### config.mk
export PLATFORM = sky130hd
export DESIGN_NAME = opponent_color_saliency_flat
export DESIGN_NICKNAME = d
export VERILOG_FILES = /design/src/rtl/ocs_pkg.sv /design/src/rtl/ocs_if.sv /design/src/rtl/ocs_prep.sv /design/src/rtl/ocs_div_stage.sv /design/src/rtl/ocs_max.sv /design/src/rtl/opponent_color_saliency.sv /design/src/flat_wrapper.sv
export SDC_FILE = /design/constraint.sdc
export NUM_CORES = 2
export LEC_CHECK = 0
export BUFFER_PORTS_ARGS = -buffer_cell sky130_fd_sc_hd__clkbuf_2
export CORE_UTILIZATION = 45
export CTS_BUF_LIST = sky130_fd_sc_hd__clkbuf_16
export DETAILED_ROUTE_END_ITERATION = 6
export GPL_TIMING_DRIVEN = 1
export SETUP_SLACK_MARGIN = 0.1
export SYNTH_ARGS = -nofsm -noshare
export SYNTH_HDL_FRONTEND = slang
export SYNTH_SLANG_ARGS = --single-unit
export TNS_END_PERCENT = 10
### constraint.sdc
create_clock -name clk -period 36.3 [get_ports clk]
set_input_delay 7.26 -clock clk [delete_from_list [all_inputs] [get_ports clk]]
set_output_delay 7.26 -clock clk [all_outputs]
set_load 0.01 [all_outputs]
### src/rtl/ocs_pkg.sv
// Package for the opponent color saliency block: widths, register indexes,
// reset values, pipeline depth and the per-category lane record.
// No dependencies; every other file imports it.
package ocs_pkg;

    localparam int PIX_W       = 8;
    localparam int NUM_CAT     = 5;
    localparam int FULL_SCALE  = 255;

    // category bit positions in category_enable
    localparam int CAT_RED     = 0;
    localparam int CAT_GREEN   = 1;
    localparam int CAT_CYAN    = 2;
    localparam int CAT_PURPLE  = 3;
    localparam int CAT_YELLOW  = 4;

    // divider: quotient bits retired per stage and stage count
    localparam int DIV_STEPS   = 2;
    localparam int DIV_STAGES  = PIX_W / DIV_STEPS;

    // prep stage + divider stages + max/output stage
    localparam int NUM_STAGES  = DIV_STAGES + 2;
    localparam int FLIGHT_W    = $clog2(NUM_STAGES + 1);

    localparam int CFG_IDX_W   = 2;
    localparam int CFG_DATA_W  = 8;

    typedef enum logic [CFG_IDX_W-1:0] {
        REG_CAT_ENABLE     = 2'd0,
        REG_DIFF_THRESHOLD = 2'd1,
        REG_LEVEL_FLOOR    = 2'd2
    } reg_index_t;

    localparam logic [NUM_CAT-1:0] RST_CAT_ENABLE     = 5'd1;
    localparam logic [PIX_W-1:0]   RST_DIFF_THRESHOLD = 8'd15;
    localparam logic [PIX_W-1:0]   RST_LEVEL_FLOOR    = 8'd40;

    typedef struct packed {
        logic [NUM_CAT-1:0] cat_enable;
        logic [PIX_W-1:0]   diff_threshold;
        logic [PIX_W-1:0]   level_floor;
    } cfg_t;

    // One category in flight through the divider. quot starts as the low
    // byte of the dividend and fills with quotient bits from the bottom.
    typedef struct packed {
        logic             pass;
        logic [PIX_W-1:0] level;
        logic [PIX_W-1:0] rem;
        logic [PIX_W-1:0] quot;
    } lane_t;

endpackage

### src/rtl/ocs_if.sv
// Stream and configuration interfaces of the opponent color saliency block.
// Depends on ocs_pkg for widths.

interface ocs_pixel_if
    import ocs_pkg::*;
();
    logic             valid;
    logic             ready;
    logic [PIX_W-1:0] blue;
    logic [PIX_W-1:0] green;
    logic [PIX_W-1:0] red;

    modport source (output valid, output blue, output green, output red, input ready);
    modport sink   (input valid, input blue, input green, input red, output ready);
endinterface

interface ocs_result_if
    import ocs_pkg::*;
();
    logic             valid;
    logic             ready;
    logic [PIX_W-1:0] saliency;

    modport source (output valid, output saliency, input ready);
    modport sink   (input valid, input saliency, output ready);
endinterface

interface ocs_cfg_if
    import ocs_pkg::*;
();
    logic                  valid;
    logic                  ready;
    logic [CFG_IDX_W-1:0]  index;
    logic [CFG_DATA_W-1:0] data;

    modport source (output valid, output index, output data, input ready);
    modport sink   (input valid, input index, input data, output ready);
endinterface

### src/rtl/ocs_prep.sv
// First pipeline stage: opponent levels, rivals, qualification tests and
// the dividend diff*255 for all five categories. Depends on ocs_pkg.
module ocs_prep
    import ocs_pkg::*;
(
    input  logic                     clk,
    input  logic                     load,
    input  logic [PIX_W-1:0]         blue,
    input  logic [PIX_W-1:0]         green,
    input  logic [PIX_W-1:0]         red,
    input  cfg_t                     cfg,
    output lane_t [NUM_CAT-1:0]      lanes
);

    logic [PIX_W-1:0]      level [NUM_CAT];
    logic [PIX_W-1:0]      rival [NUM_CAT];
    lane_t [NUM_CAT-1:0]   lanes_next;
    lane_t [NUM_CAT-1:0]   lanes_reg;

    function automatic logic [PIX_W-1:0] max2(input logic [PIX_W-1:0] a,
                                              input logic [PIX_W-1:0] b);
        return (a > b) ? a : b;
    endfunction

    function automatic logic [PIX_W-1:0] min2(input logic [PIX_W-1:0] a,
                                              input logic [PIX_W-1:0] b);
        return (a < b) ? a : b;
    endfunction

    // target and rival level per category
    always_comb
    begin
        level[CAT_RED]    = red;
        rival[CAT_RED]    = max2(green, blue);
        level[CAT_GREEN]  = green;
        rival[CAT_GREEN]  = max2(red, blue);
        level[CAT_CYAN]   = min2(green, blue);
        rival[CAT_CYAN]   = red;
        level[CAT_PURPLE] = min2(red, blue);
        rival[CAT_PURPLE] = green;
        level[CAT_YELLOW] = min2(red, green);
        rival[CAT_YELLOW] = blue;
    end

    // tests and dividend; diff*255 = (diff << 8) - diff
    always_comb
    begin
        logic [PIX_W-1:0]   diff;
        logic [2*PIX_W-1:0] dividend;
        for (int i = 0; i < NUM_CAT; i++)
        begin
            diff     = level[i] - rival[i];
            dividend = {diff, {PIX_W{1'b0}}} - {{PIX_W{1'b0}}, diff};
            lanes_next[i].pass  = cfg.cat_enable[i]
                                  && (level[i] > rival[i])
                                  && (diff > cfg.diff_threshold)
                                  && (level[i] > cfg.level_floor);
            lanes_next[i].level = level[i];
            // upper byte is below level whenever diff < level
            lanes_next[i].rem   = dividend[2*PIX_W-1:PIX_W];
            lanes_next[i].quot  = dividend[PIX_W-1:0];
        end
    end

    always_ff @(posedge clk)
    begin
        if (load)
        begin
            lanes_reg <= lanes_next;
        end
    end

    assign lanes = lanes_reg;

endmodule

### src/rtl/ocs_div_stage.sv
// One divider stage: DIV_STEPS restoring division steps on every lane,
// then a register. Depends on ocs_pkg.
module ocs_div_stage
    import ocs_pkg::*;
(
    input  logic                 clk,
    input  logic                 load,
    input  lane_t [NUM_CAT-1:0]  din,
    output lane_t [NUM_CAT-1:0]  dout
);

    lane_t [NUM_CAT-1:0] dout_next;
    lane_t [NUM_CAT-1:0] dout_reg;

    // shift in the next dividend bit, subtract level when it fits
    always_comb
    begin
        logic [PIX_W:0] trial;
        logic           fits;
        lane_t          cur;
        for (int i = 0; i < NUM_CAT; i++)
        begin
            cur = din[i];
            for (int s = 0; s < DIV_STEPS; s++)
            begin
                trial    = {cur.rem, cur.quot[PIX_W-1]};
                fits     = (trial >= {1'b0, cur.level});
                cur.rem  = fits ? PIX_W'(trial - {1'b0, cur.level}) : trial[PIX_W-1:0];
                cur.quot = {cur.quot[PIX_W-2:0], fits};
            end
            dout_next[i] = cur;
        end
    end

    always_ff @(posedge clk)
    begin
        if (load)
        begin
            dout_reg <= dout_next;
        end
    end

    assign dout = dout_reg;

endmodule

### src/rtl/ocs_max.sv
// Last stage: largest quotient among qualified lanes, registered as the
// output saliency. Depends on ocs_pkg.
module ocs_max
    import ocs_pkg::*;
(
    input  logic                 clk,
    input  logic                 load,
    input  lane_t [NUM_CAT-1:0]  lanes,
    output logic [PIX_W-1:0]     saliency
);

    logic [PIX_W-1:0] best_next;
    logic [PIX_W-1:0] best_reg;

    // disqualified lanes count as zero; quotient never exceeds 255
    always_comb
    begin
        best_next = '0;
        for (int i = 0; i < NUM_CAT; i++)
        begin
            if (lanes[i].pass && (lanes[i].quot > best_next))
            begin
                best_next = lanes[i].quot;
            end
        end
    end

    always_ff @(posedge clk)
    begin
        if (load)
        begin
            best_reg <= best_next;
        end
    end

    assign saliency = best_reg;

endmodule

### src/rtl/opponent_color_saliency.sv
// Opponent color saliency: one BGR pixel in, one 8-bit saliency out. The
// block takes one pixel per clock unless an output stall has backed up to
// the first stage. Each result passes the prep register, the divider stage
// registers and the max register before it is presented. The depth is set by
// the division diff*255/level, done by a restoring divider of four stages
// that retire two quotient bits each, one divider per color category, with
// one stage before it for levels and tests and one after for the maximum.
// A stall on the output backs up stage by stage; empty stages still fill.
// Configuration writes are always taken and should only be issued while
// no pixel is in flight. Depends on ocs_pkg, ocs_if and the ocs_* stages.
module opponent_color_saliency
    import ocs_pkg::*;
(
    input  logic          clk,
    input  logic          rst_n,
    ocs_pixel_if.sink     pixel,
    ocs_result_if.source  result,
    ocs_cfg_if.sink       cfg
);

    cfg_t                   cfg_reg;
    logic [NUM_STAGES-1:0]  valid_reg;
    logic [NUM_STAGES:0]    adv;
    lane_t [NUM_CAT-1:0]    prep_lanes;
    lane_t [NUM_CAT-1:0]    div_lanes [DIV_STAGES+1];

    // configuration registers
    assign cfg.ready = 1'b1;

    always_ff @(posedge clk or negedge rst_n)
    begin
        if (!rst_n)
        begin
            cfg_reg.cat_enable     <= RST_CAT_ENABLE;
            cfg_reg.diff_threshold <= RST_DIFF_THRESHOLD;
            cfg_reg.level_floor    <= RST_LEVEL_FLOOR;
        end
        else if (cfg.valid)
        begin
            case (reg_index_t'(cfg.index))
                REG_CAT_ENABLE:     cfg_reg.cat_enable     <= cfg.data[NUM_CAT-1:0];
                REG_DIFF_THRESHOLD: cfg_reg.diff_threshold <= cfg.data[PIX_W-1:0];
                REG_LEVEL_FLOOR:    cfg_reg.level_floor    <= cfg.data[PIX_W-1:0];
                default:            ;
            endcase
        end
    end

    // a stage loads when it is empty or its successor loads
    always_comb
    begin
        adv[NUM_STAGES] = result.ready;
        for (int k = NUM_STAGES - 1; k >= 0; k--)
        begin
            adv[k] = !valid_reg[k] || adv[k+1];
        end
    end

    assign pixel.ready = adv[0];

    // valid bits travel with the data
    always_ff @(posedge clk or negedge rst_n)
    begin
        if (!rst_n)
        begin
            valid_reg <= '0;
        end
        else
        begin
            if (adv[0])
            begin
                valid_reg[0] <= pixel.valid;
            end
            for (int k = 1; k < NUM_STAGES; k++)
            begin
                if (adv[k])
                begin
                    valid_reg[k] <= valid_reg[k-1];
                end
            end
        end
    end

    // datapath
    ocs_prep u_prep (
        .clk   (clk),
        .load  (adv[0]),
        .blue  (pixel.blue),
        .green (pixel.green),
        .red   (pixel.red),
        .cfg   (cfg_reg),
        .lanes (prep_lanes)
    );

    assign div_lanes[0] = prep_lanes;

    for (genvar d = 0; d < DIV_STAGES; d++)
    begin : g_div
        ocs_div_stage u_div (
            .clk  (clk),
            .load (adv[d+1]),
            .din  (div_lanes[d]),
            .dout (div_lanes[d+1])
        );
    end

    ocs_max u_max (
        .clk      (clk),
        .load     (adv[NUM_STAGES-1]),
        .lanes    (div_lanes[DIV_STAGES]),
        .saliency (result.saliency)
    );

    assign result.valid = valid_reg[NUM_STAGES-1];

endmodule

### src/flat_wrapper.sv
// flat-port wrapper written by rule: the top's interface ports become plain ports
module opponent_color_saliency_flat import ocs_pkg::*;
  (clk, rst_n, pixel_valid, pixel_blue, pixel_green, pixel_red, pixel_ready, result_valid, result_saliency, result_ready, cfg_valid, cfg_index, cfg_data, cfg_ready);
  ocs_pixel_if pixel_i ();
  ocs_result_if result_i ();
  ocs_cfg_if cfg_i ();
  input  logic clk;
  input  logic rst_n;
  input wire logic [$bits(pixel_i.valid)-1:0] pixel_valid;
  input wire logic [$bits(pixel_i.blue)-1:0] pixel_blue;
  input wire logic [$bits(pixel_i.green)-1:0] pixel_green;
  input wire logic [$bits(pixel_i.red)-1:0] pixel_red;
  output wire logic [$bits(pixel_i.ready)-1:0] pixel_ready;
  output wire logic [$bits(result_i.valid)-1:0] result_valid;
  output wire logic [$bits(result_i.saliency)-1:0] result_saliency;
  input wire logic [$bits(result_i.ready)-1:0] result_ready;
  input wire logic [$bits(cfg_i.valid)-1:0] cfg_valid;
  input wire logic [$bits(cfg_i.index)-1:0] cfg_index;
  input wire logic [$bits(cfg_i.data)-1:0] cfg_data;
  output wire logic [$bits(cfg_i.ready)-1:0] cfg_ready;
  assign pixel_i.valid = pixel_valid;
  assign pixel_i.blue = pixel_blue;
  assign pixel_i.green = pixel_green;
  assign pixel_i.red = pixel_red;
  assign pixel_ready = pixel_i.ready;
  assign result_valid = result_i.valid;
  assign result_saliency = result_i.saliency;
  assign result_i.ready = result_ready;
  assign cfg_i.valid = cfg_valid;
  assign cfg_i.index = cfg_index;
  assign cfg_i.data = cfg_data;
  assign cfg_ready = cfg_i.ready;
  opponent_color_saliency u_core (.clk(clk), .rst_n(rst_n), .pixel(pixel_i), .result(result_i), .cfg(cfg_i));
endmodule
==> flow_summary.json <==
{
  "clock_tree.root_cell": "clkbuf_16",
  "worstSetupPathType": "in2out",
  "grt_max_degree": 74,
  "coreArea_um2": 86600,
  "path_clk_slew_ps": 60,
  "rsz0062_at_grt": "no",
  "crit_family": "simple AND/OR/NAND/NOR gates",
  "drc": 0,
  "finalSetupTns_ps": 0,
  "status": "finished clean",
  "detail_route.first_pass.iterations": 6,
  "critPathSlowestCell": "nor2_1",
  "hold_class": "reg2reg",
  "required_ps": 29040,
  "drt-initial-drc-count": 1259,
  "dp_slack_ps": 19710,
  "cp-end-kind": "primary output",
  "hold_violations": 0,
  "largest_reg_flops": 420,
  "worst_pin_slew_ps": 1250,
  "drv_cap": 0,
  "slowest_delay_ps": 540,
  "postRouteAntennaNets": 0,
  "ioPinCount": 50,
  "n_antenna_cell": 0,
  "grt_pass1_wl_um": 134000,
  "crit_path_max_fanout": 30,
  "drt-total-wl_um": 83200,
  "cts_made_buffers": 68,
  "fmax_mhz": 60.5,
  "synth-edff-count": 553,
  "grt_pass1_vias": 25400,
  "slew_viol_final": 0,
  "setup_viol": 0,
  "place.gp.congestion": 0.889,
  "final_cell_mix": "edfxtp_1 (553), ha_1 (501), inv_1 (469)",
  "antenna_found_initial": 5,
  "layout_commonest_cell": "edfxtp_1",
  "start_util_pct": 45.4,
  "htree_levels": 3,
  "worst_slack_ps": 19770,
  "post-cts-setup-buffers": 0,
  "cts_sinks": 580,
  "wl_per_cell_um": 17.3,
  "finalCriticalPeriod_ps": 16530,
  "syn_avg_cell_area_um2": 11.2,
  "ctsHoldBuffers": 0,
  "clockBufferDepth": 3,
  "synthArstFlopShare_pct": 4.66,
  "syn_to_final_growth_pct": 9.79,
  "vias": 25200,
  "finalCritPeriodShare_pct": 45.5,
  "cts_resized": 0,
  "gr-total-overflow": 0,
  "syn_area_um2": 39300,
  "dieArea_um2": 88600,
  "dp_hpwl_um": 64600,
  "insertion_delay_ps": 620,
  "synth_flop_cell": "edfxtp_1",
  "worstPathArrival_ps": 9270,
  "rows": 108,
  "ys_seq_area_share_pct": 44.0,
  "maxSlewHeadroom_pct": 16.9,
  "fin_nets": 4174,
  "start_kind": "input port",
  "cts_tree": "yes",
  "yosys_warnings": 0,
  "nFillCells": 7691,
  "syn-num-nets": 4079,
  "vias_per_cell": 5.25,
  "synth_seq_cells": 580,
  "crit_buf_inv": 2,
  "portBuffers": 48,
  "fin_worst_skew_ps": 33.4,
  "grtUsageTotal_pct": 19.0,
  "drive_above_1_share_pct": 12.2,
  "synth_cells": 3499,
  "worstPathCellList": "clkbuf_2 -> nor2b_1 -> nand3_4 -> nor2_1 -> nand3_4 -> clkbuf_2",
  "die_w_um": 298,
  "ys_types": 68,
  "die_h_um": 298
}
==> cells in the mapped netlist, types with 83 or more instances <==
| library cell | count | share of area, % |
|---|---|---|
| ha_1 | 501 | 16 |
| nor2_1 | 191 | 1.8 |
| xnor2_1 | 110 | 2.5 |
| a21o_1 | 83 | 1.6 |
| mux2_2 | 250 | 7.2 |
| edfxtp_1 | 553 | 42 |
| a21oi_1 | 142 | 1.8 |
| nand2_1 | 164 | 1.6 |
| nor2b_1 | 97 | 1.5 |
| inv_1 | 462 | 4.4 |
| o21ai_0 | 227 | 2.9 |
| nand4_1 | 92 | 1.5 |
==> metrics by stage <==
step | utilization [%] | hold slack, ps | cells | area (um^2)
2_1_floorplan | - | 400 | 3499 | 39300
3_3_place_gp | 47.3 | 401 | 4679 | 41000
3_5_place_dp | 47.3 | 405 | 4679 | 41000
4_1_cts | 49.8 | 390 | 4800 | 43200
5_1_grt | 49.8 | 408 | 4800 | 43200
6_report | 49.8 | 399 | 4800 | 43200
==> routing by layer <==
layer / up-vias / share of wire [%] / global-route usage (%)
li1: 12800 / - / -
met1: 11900 / 48 / 26.0
met2: 370 / 46 / 31.4
met3: 114 / 4.3 / 2.85
met4: 0 / 2.2 / 5.14
met5: - / 0 / 0
==> layout make-up <==
type                       count  area [um^2]  share of cell area [%]
multi-input combinational   2426        20200                    46.8
sequential                   580        17300                    40.1
inverter                     463         1740                    4.03
clock buffer                  68         1700                    3.94
tap                         1155         1450                    3.35
clock inverter                53          489                    1.13
timing repair buffer          55          293                   0.678
==> logic make-up after synthesis <==
group	share of synthesized area [%]
fa+ha+maj	18.0
buf+inv	4.72
other cells	0.00954
compound gates	10.9
flops	44.0
simple gates	9.22
xor+xnor	4.25
mux	8.98
==> path summary, 6_finish.rpt <==
path                                                   to  depth (start not counted)                           start  slack, ps
max                                           pixel_ready                          6                    result_ready      19770
min in group asynchronous             u_core.valid_reg[0]                          1                           rst_n       6750
min reg2reg                u_core.g_div[1].u_div.dout[79]                          0  u_core.g_div[0].u_div.dout[77]        400
max in group asynchronous             u_core.valid_reg[4]                          1                           rst_n      29010
min                        u_core.g_div[1].u_div.dout[79]                          0  u_core.g_div[0].u_div.dout[77]        400
max reg2reg                      u_core.u_max.saliency[0]                         34  u_core.g_div[3].u_div.dout[24]      27480
Power is left out: the tool's default activity adds up to more than one toggle a clock period on the data nets, which glitch-free logic cannot reach.
